<file path="src/design/ged_pkg.sv">
// Shared types, register codes and helpers for the grayscale erode/dilate window.
// No dependencies; the window cell, the core and the bench import this package.
package ged_pkg;

  localparam int PIX_W = 8;
  localparam int SAMPLE_W = PIX_W + 1;
  localparam int SE_BITS = 49;
  localparam int CFG_IDX_W = 3;
  localparam int CFG_DATA_W = 49;

  localparam int DEF_MAX_HALF_FAST = 3;
  localparam int DEF_MAX_HALF_SLOW = 3;
  localparam int DEF_MAX_LINE = 1024;

  localparam logic [SE_BITS-1:0] RST_SE_MASK = SE_BITS'(1);
  localparam logic [10:0] RST_LINE_LENGTH = 11'd1024;
  localparam logic [15:0] RST_LINE_COUNT = 16'd1;

  typedef enum logic [CFG_IDX_W-1:0] {
    CFG_SE_MASK     = 3'd0,
    CFG_HALF_FAST   = 3'd1,
    CFG_HALF_SLOW   = 3'd2,
    CFG_LINE_LENGTH = 3'd3,
    CFG_LINE_COUNT  = 3'd4,
    CFG_MASK_ENABLE = 3'd5
  } cfg_reg_e;

  typedef struct packed {
    logic [PIX_W-1:0] pixel;
    logic             mask_bit;
  } ged_in_t;

  typedef struct packed {
    logic [PIX_W-1:0] eroded_value;
    logic [PIX_W-1:0] dilated_value;
    logic             last_result;
  } ged_out_t;

  typedef struct packed {
    logic shift;
    logic reduce;
  } ged_cell_ctl_t;

  // Structuring-element select for the cell that holds column delay j, row delay d.
  function automatic logic se_sel(input logic [SE_BITS-1:0] mask, input int hf, input int hs,
                                  input int j, input int d);
    int fx;
    int fy;
    int k;
    fx = 2 * hf - j;
    fy = 2 * hs - d;
    k = fx + (2 * hf + 1) * fy;
    if (fx < 0 || fy < 0 || k >= SE_BITS) begin
      return 1'b0;
    end
    return mask[k];
  endfunction

endpackage

</file>
<file path="src/design/ged_window_cell.sv">
// Window cell: holds one column of samples, passes it on, and reduces it to min/max.
// Depends on ged_pkg.
module ged_window_cell import ged_pkg::*; #(
  parameter int ROWS = 7
) (
  input  logic                clk,
  input  ged_cell_ctl_t       ctl,
  input  logic [SAMPLE_W-1:0] col_in [ROWS],
  input  logic [ROWS-1:0]     sel,
  output logic [SAMPLE_W-1:0] col_r [ROWS],
  output logic [PIX_W-1:0]    lo_r,
  output logic [PIX_W-1:0]    hi_r
);

  logic [PIX_W-1:0] lo_nxt;
  logic [PIX_W-1:0] hi_nxt;

  always_comb begin
    lo_nxt = '1;
    hi_nxt = '0;
    for (int d = 0; d < ROWS; d++) begin
      if (sel[d] && col_r[d][PIX_W-1:0] < lo_nxt) begin
        lo_nxt = col_r[d][PIX_W-1:0];
      end
      if (sel[d] && col_r[d][PIX_W-1:0] > hi_nxt) begin
        hi_nxt = col_r[d][PIX_W-1:0];
      end
    end
  end

  always_ff @(posedge clk) begin
    if (ctl.shift) begin
      col_r <= col_in;
    end
    if (ctl.reduce) begin
      lo_r <= lo_nxt;
      hi_r <= hi_nxt;
    end
  end

endmodule

</file>
<file path="config.mk">
export PLATFORM = sky130hd
export DESIGN_NAME = ged_window_cell
export DESIGN_NICKNAME = d
export VERILOG_FILES = /design/src/design/ged_pkg.sv /design/src/design/ged_window_cell.sv
export SDC_FILE = /design/constraint.sdc
export NUM_CORES = 1
export LEC_CHECK = 0
export BUFFER_PORTS_ARGS = -buffer_cell sky130_fd_sc_hd__buf_2
export CORE_MARGIN = 3
export CORE_UTILIZATION = 42
export DETAILED_ROUTE_END_ITERATION = 8
export PLACE_DENSITY_LB_ADDON = 0.08
export SYNTH_ARGS = -nofsm -noshare
export SYNTH_HDL_FRONTEND = slang
export SYNTH_SLANG_ARGS = --single-unit
</file>
<file path="constraint.sdc">
create_clock -name clk -period 21.1 [get_ports clk]
set_clock_uncertainty 0.2 [all_clocks]
set_input_delay 2.11 -clock clk [delete_from_list [all_inputs] [get_ports clk]]
set_output_delay 2.11 -clock clk [all_outputs]
set_load 0.02 [all_outputs]
</file>
==> results of run 1 <==
synth_stat cells, drive strengths merged (2+ instances only):
cell type	number	area, sq um
nand2	51	196
o2111ai	4	35.0
or4	2	15.0
inv	77	289
or3	2	12.5
nand2b	6	37.5
o31a	8	70.1
mux2i	30	323
o211a	2	20.0
o31ai	2	15.0
o21bai	3	22.5
a211o	3	26.3
a31oi	7	50.1
buf	7	45.0
nor2	39	146
ha	83	1040
nand3	15	75.1
a31o	2	17.5
o21ai	37	185
clkbuf	3	11.3
nor2b	15	93.8
and3	2	17.5
nor3b	2	15.0
a21oi	53	280
nor3	2	20.0
edfxtp	79	2370
a21o	15	113
nand4	12	75.1
o21a	4	30.0
o211ai	5	37.5
mux2	21	244
and2	5	31.3
xnor2	4	42.6
path summary, 6_finish.rpt:
path | endpoint | startpoint | depth (start not counted) | slack [ns]
setup reg to reg | hi_r[6] | col_r[50] | 59 | 7.45
hold reg to reg | lo_r[3] | col_r[3] | 2 | 0.55
setup / recovery | hi_r[6] | sel[0] | 61 | 5.81
hold / removal | lo_r[3] | col_r[3] | 2 | 0.55
registers in the layout, indices dropped and copies added (netlist names):
signal  count
hi_r        8
col_r      63
lo_r        8
area by class of cell:
| type | count | area [sq um] |
|---|---|---|
| Inverter | 77 | 289 |
| Clock buffer | 9 | 225 |
| Multi-Input combinational cell | 454 | 3460 |
| Clock inverter | 6 | 46.3 |
| Fill cell | 1281 | 6750 |
| Tap cell | 180 | 225 |
| Sequential cell | 79 | 2370 |
| Timing Repair Buffer | 154 | 778 |
power by group:
group	leakage [nW]	switching, W	internal, W
logic	2.61	0.000210	0.000146
clock network	0.128	0.0000657	0.0000796
registers	0.774	0.0000184	0.000204
per-stage QoR:
step	cell area, sq um	std cells	utilization	hold WS (ns)	total power (W)
after floorplan	6180	620	-	0.572	0.000481
after detailed placement	7130	944	0.504	0.546	0.000577
final	7400	959	0.523	0.548	0.000724
after global routing	7400	959	0.523	0.593	0.000781
after CTS	7400	959	0.523	0.563	0.000728
after global placement	7130	944	0.504	0.550	0.000564
per-layer routing:
layer  GRT usage  share of wire  vias up
met5           0              0        -
met4      0.0574          0.012        0
met3      0.0485          0.069       21
met2       0.311           0.43      206
met1       0.319           0.49     2520
li1            -              -     2594
tightest hold or removal path, cell delays in order (launching register included):
cell and delay, ns:
sky130_fd_sc_hd__edfxtp_1 0.44, sky130_fd_sc_hd__inv_1 0.06, sky130_fd_sc_hd__mux2i_1 0.13
logic make-up after synthesis:
family | Yosys count | synth area share
AO/OA/AOI/OAI | 157 | 0.166
buffers and inverters | 87 | 0.0559
adder cells (fa/ha/maj) | 84 | 0.170
XOR/XNOR | 4 | 0.00689
multiplexers | 51 | 0.0917
AND/OR/NAND/NOR | 158 | 0.125
flip-flops | 79 | 0.384
==> summary.log, run 1 <==
[outcome] outcome complete, no violations
[cells_and_area] synth-to-layout area growth 19.7%
[logic_synthesis] count of cell types in the netlist 62
[sta] count of final max-slew check failures 0
[global_routing] largest net degree at the start of global routing 42
[setup_path] Buf+Inv Stages, Crit Path 4
[die] die extent in x 127 um
[global_routing] global-route wire length before repair 27.3 mm
[clock_tree] post-cts sizing count 0
[logic_synthesis] post-synthesis instance area 0.00618 sq mm
[sta] headroom to the max-slew limit 0.377
[sta] final worst path period share 0.725
[placement] HPWL after detailed placement 13.7 mm
[sta] Setup Viol. Count Final 0
[clock_tree] CTS tree built
[clock_tree] maximum level of the CTS H-tree 3
[cells_and_area] diode insertion count for antenna repair 0
[die] floorplan core area 0.0141 sq mm
[logic_synthesis] Yosys reg bits 79
[sta] min Tclk post-route 15.29 ns
[setup_path] Crit path max-delay family compound AO/OA/AOI/OAI gates
[clock_tree] setup bufs post-CTS 0
[logic_synthesis] async set-or-reset flop fraction in the synthesized netlist 0
[sta] Final Worst Setup Slack 5.81 ns
[setup_path] Crit-path slowest cell sky130_fd_sc_hd__a31oi_1
[setup_path] Arrival @ worst endpoint 15.16 ns
[sta] setup tns final 0 ns
[drt] DRT iter0 DRCs 486
[die] starting density of the core 0.437
[drt] antenna viol nets, final 0
[setup_path] Critical Path End Type flip-flop
[die] Die H 127 um
[sta] highest attainable clock frequency 65.4 MHz
[clock_tree] maximum count of clock buffers along a single path 2
[drt] number of optimization iterations in the first detailed-route pass 5
[drt] total wire length after detailed routing 16.9 mm
[logic_synthesis] Seq/Total Area, Yosys 0.384
[drt] average via count per standard cell 5.57
[die] Std-Cell Rows 43
[logic_synthesis] Main synth FF type sky130_fd_sc_hd__edfxtp_1
[run] number of max-cap violations 0
[clock_tree] number of CTS-inserted buffers 9
[cells_and_area] number of nets at the end of the flow 931
[setup_path] type of origin of the critical path input port
[cells_and_area] commonest cells after routing, fill and taps aside sky130_fd_sc_hd__buf_2, sky130_fd_sc_hd__ha_1, sky130_fd_sc_hd__edfxtp_1
[clock_tree] Hold Buf Count CTS 0
[placement] GPL Wtd Cong 0.909
[drt] via count of the routed design 5,341
[logic_synthesis] Post-Syn Instances 620
[power_and_ir_drop] Peak VDD IR 0.0000551 V
[clock_tree] worst skew pair latency 0.34 ns
[clock_tree] root buffer cell sky130_fd_sc_hd__clkbuf_16
[drt] post-detailed-route wirelength per cell 17.6 um
[die] Die Outline Area 0.0162 sq mm
[placement] worst slack at placement 5.77 ns
[logic_synthesis] average size of a mapped cell 9.97 sq um
[power_and_ir_drop] power per cell area 97.9 mW/mm^2
[clock_tree] TritonCTS Sinks 79
[die] num ports 152
[global_routing] initial antenna violation count 0
[setup_path] cell with the most instances on the worst path sky130_fd_sc_hd__ha_1
[logic_synthesis] Post-synth EDFFs 79
[global_routing] via count of the first global-routing pass 5,291
[setup_path] worst-path maximum fanout 17
[logic_synthesis] total nets after synthesis 776
[sta] RSZ-0062 raised after global routing false
[clock_tree] CTS clock-pin slew for the worst setup and hold paths 0.06 ns
[sta] Worst-Margin Slew 0.930 ns
[setup_path] critical path start-end classification in -> reg
[sta] hold violation total from the final report 0
[logic_synthesis] Yosys warnings 0
[hold_path] worst hold-check path type reg -> reg
[global_routing] remaining global-route overflow 0
[cells_and_area] leading cell type in the layout, fill and taps excluded sky130_fd_sc_hd__buf_2
[setup_path] maximum single-stage delay on the critical path 0.70 ns
[cells_and_area] share of layout cells above drive strength 1 0.273
[placement] IO buf count 151
[global_routing] total routing resource utilization after global routing 0.214
[power_and_ir_drop] leakage power summed over all cells 3.51 nW
[setup_path] CP Data Required Time 20.97 ns
[drt] drc violations 0
Note: power is estimated with default switching activity, not from simulation.
==> run 2: changes to the inputs <==
==> constraint.sdc (replaced) <==
create_clock -name clk -period 14.15 [get_ports clk]
set_clock_uncertainty 0.2 [all_clocks]
set_input_delay 1.415 -clock clk [delete_from_list [all_inputs] [get_ports clk]]
set_output_delay 1.415 -clock clk [all_outputs]
set_load 0.02 [all_outputs]
==> summary.log, run 2 (synthesis gave the netlist of run 1 again) <==
[power_and_ir_drop] power per cell area 153 mW/mm^2 [was 97.9 mW/mm^2]
[clock_tree] CTS clock-pin slew for the worst setup and hold paths 0.06 ns [about the same]
[global_routing] via count of the first global-routing pass 5,066 [was 5,291]
[die] Die H 127 um [unchanged]
[clock_tree] root buffer cell sky130_fd_sc_hd__clkbuf_16 [unchanged]
[clock_tree] number of CTS-inserted buffers 9 [unchanged]
[placement] GPL Wtd Cong 0.915 [was 0.909]
[clock_tree] TritonCTS Sinks 79 [unchanged]
[drt] antenna viol nets, final 0 [unchanged]
[setup_path] Crit-path slowest cell sky130_fd_sc_hd__or4b_1 [was sky130_fd_sc_hd__a31oi_1]
[cells_and_area] largest registers col_r (63), hi_r (8), lo_r (8) [unchanged]
[sta] highest attainable clock frequency 75.2 MHz
[cells_and_area] number of nets at the end of the flow 938 [was 931]
[die] die extent in x 127 um [unchanged]
[cells_and_area] max reg flops 63 [unchanged]
[setup_path] r2r startpoint col_r[51] [was col_r[50]]
[cells_and_area] register with the most flip-flops col_r [unchanged]
[drt] average via count per standard cell 5.52 [was 5.57]
[cells_and_area] Util after Layout 0.533 [was 0.523]
[clock_tree] worst skew pair latency 0.35 ns [was 0.34 ns]
[cells_and_area] leading cell type in the layout, fill and taps excluded sky130_fd_sc_hd__buf_2 [unchanged]
[setup_path] worst-path maximum fanout 17 [unchanged]
[setup_path] CP Data Required Time 14.02 ns [was 20.97 ns]
[sta] setup tns final 0 ns [unchanged]
[setup_path] Arrival @ worst endpoint 13.18 ns [was 15.16 ns]
[sta] min Tclk post-route 13.31 ns
[global_routing] remaining global-route overflow 0 [unchanged]
[sta] final worst path period share 0.940
[drt] number of optimization iterations in the first detailed-route pass 5 [unchanged]
[setup_path] critical path start-end classification in -> reg [unchanged]
[power_and_ir_drop] leakage power summed over all cells 3.58 nW [was 3.51 nW]
[clock_tree] maximum level of the CTS H-tree 3 [unchanged]
[sta] Setup Viol. Count Final 0 [unchanged]
[placement] worst slack at placement 0.100 ns [was 5.77 ns]
[die] Std-Cell Rows 43 [unchanged]
[die] Die Outline Area 0.0162 sq mm [unchanged]
[sta] headroom to the max-slew limit 0.476 [was 0.377]
[cells_and_area] commonest cells after routing, fill and taps aside sky130_fd_sc_hd__buf_2, sky130_fd_sc_hd__ha_1, sky130_fd_sc_hd__edfxtp_1 [unchanged]
[drt] drc violations 0 [unchanged]
[hold_path] hold path startpoint col_r[1] [was col_r[3]]
[setup_path] Crit. Startpoint sel[0] [unchanged]
[setup_path] Crit path max-delay family compound AO/OA/AOI/OAI gates [unchanged]
[die] floorplan core area 0.0141 sq mm [unchanged]
[setup_path] Critical Path End Type flip-flop [unchanged]
[global_routing] largest net degree at the start of global routing 42 [unchanged]
[drt] total wire length after detailed routing 17.1 mm [was 16.9 mm]
[global_routing] initial antenna violation count 0 [unchanged]
[clock_tree] maximum count of clock buffers along a single path 2 [unchanged]
[cells_and_area] diode insertion count for antenna repair 0 [unchanged]
[global_routing] global-route wire length before repair 26.5 mm [was 27.3 mm]
[cells_and_area] synth-to-layout area growth 22.0% [was 19.7%]
[outcome] outcome complete, no violations [unchanged]
[drt] post-detailed-route wirelength per cell 17.7 um [was 17.6 um]
[die] starting density of the core 0.437 [unchanged]
[sta] Worst-Margin Slew 0.786 ns [was 0.930 ns]
[setup_path] Buf+Inv Stages, Crit Path 6 [was 4]
[setup_path] maximum single-stage delay on the critical path 0.47 ns [was 0.70 ns]
[placement] IO buf count 151 [unchanged]
[drt] DRT iter0 DRCs 501 [was 486]
[hold_path] worst hold-check path type reg -> reg [unchanged]
[cells_and_area] share of layout cells above drive strength 1 0.285 [was 0.273]
[setup_path] type of origin of the critical path input port [unchanged]
[clock_tree] CTS tree built [unchanged]
[sta] count of final max-slew check failures 0 [unchanged]
[placement] HPWL after detailed placement 13.7 mm [about the same]
[die] num ports 152 [unchanged]
[sta] Final Worst Setup Slack 0.844 ns [was 5.81 ns]
[sta] hold violation total from the final report 0 [unchanged]
[run] number of max-cap violations 0 [unchanged]
[cells_and_area] Filler cells 1,285 [was 1,281]
[drt] via count of the routed design 5,337 [was 5,341]
[power_and_ir_drop] Peak VDD IR 0.0000739 V [was 0.0000551 V]
[sta] RSZ-0062 raised after global routing false [unchanged]
[global_routing] total routing resource utilization after global routing 0.208 [was 0.214]
-- run 2: layout make-up --
type,instances,area (sq um),area share
inverters,77,289,0.0383
flip-flops and latches,79,2370,0.315
repair buffers,161,831,0.110
multi-input cells,454,3490,0.463
clock buffers,9,225,0.0299
well taps,180,225,0.0299
clock inverters,6,108,0.0143
-- run 2: worst paths after layout --
| check | endpoint | slack, ns | cells after the start |
|---|---|---|---|
| setup / recovery | hi_r[6] | 0.84 | 62 |
| hold / removal | lo_r[1] | 0.55 | 2 |
| setup reg to reg | hi_r[6] | 1.78 | 60 |
| hold reg to reg | lo_r[1] | 0.55 | 2 |
-- run 2: worst reg2reg max path, delay by kind of cell (launching register included) --
family	cells	cell delay [ns]
adder cells (fa/ha/maj)	6	1.66
multiplexers	5	1.40
flip-flops	1	0.49
AO/OA/AOI/OAI	26	4.64
AND/OR/NAND/NOR	18	3.14
buffers and inverters	5	0.59
-- run 2: per-layer routing --
| metal | up-vias | track usage | share of wire |
|---|---|---|---|
| met4 | 0 | 0.0435 | 0.0094 |
| li1 | 2594 | - | - |
| met3 | 17 | 0.0460 | 0.072 |
| met2 | 191 | 0.304 | 0.44 |
| met1 | 2535 | 0.315 | 0.48 |
| met5 | - | 0 | 0 |
-- run 2: where the power goes --
part	switching (W)	leakage (nW)	total [W]	internal, W
sequential	0.0000286	0.774	0.000334	0.000305
combinational	0.000321	2.64	0.000556	0.000235
clock	0.0000930	0.163	0.000264	0.000171
total	0.000442	3.58	0.00115	0.000711
-- run 2: what timing repair did --
action | 4_1_cts | 5_1_grt
buffers inserted | 0 | 5
endpoints found under the setup margin | 0 | 8
gates resized for setup | 0 | 11
hold buffers | 0 | 0
-- run 2: per-stage QoR --
step / power, W / hold WS, ns / area, sq um / std cells
floorplan: 0.000717 / 0.572 / 6180 / 620
global placement: 0.000843 / 0.527 / 7140 / 946
detailed placement: 0.000864 / 0.542 / 7140 / 946
CTS: 0.00114 / 0.552 / 7470 / 961
global route: 0.00124 / 0.581 / 7540 / 966
finish: 0.00115 / 0.553 / 7540 / 966
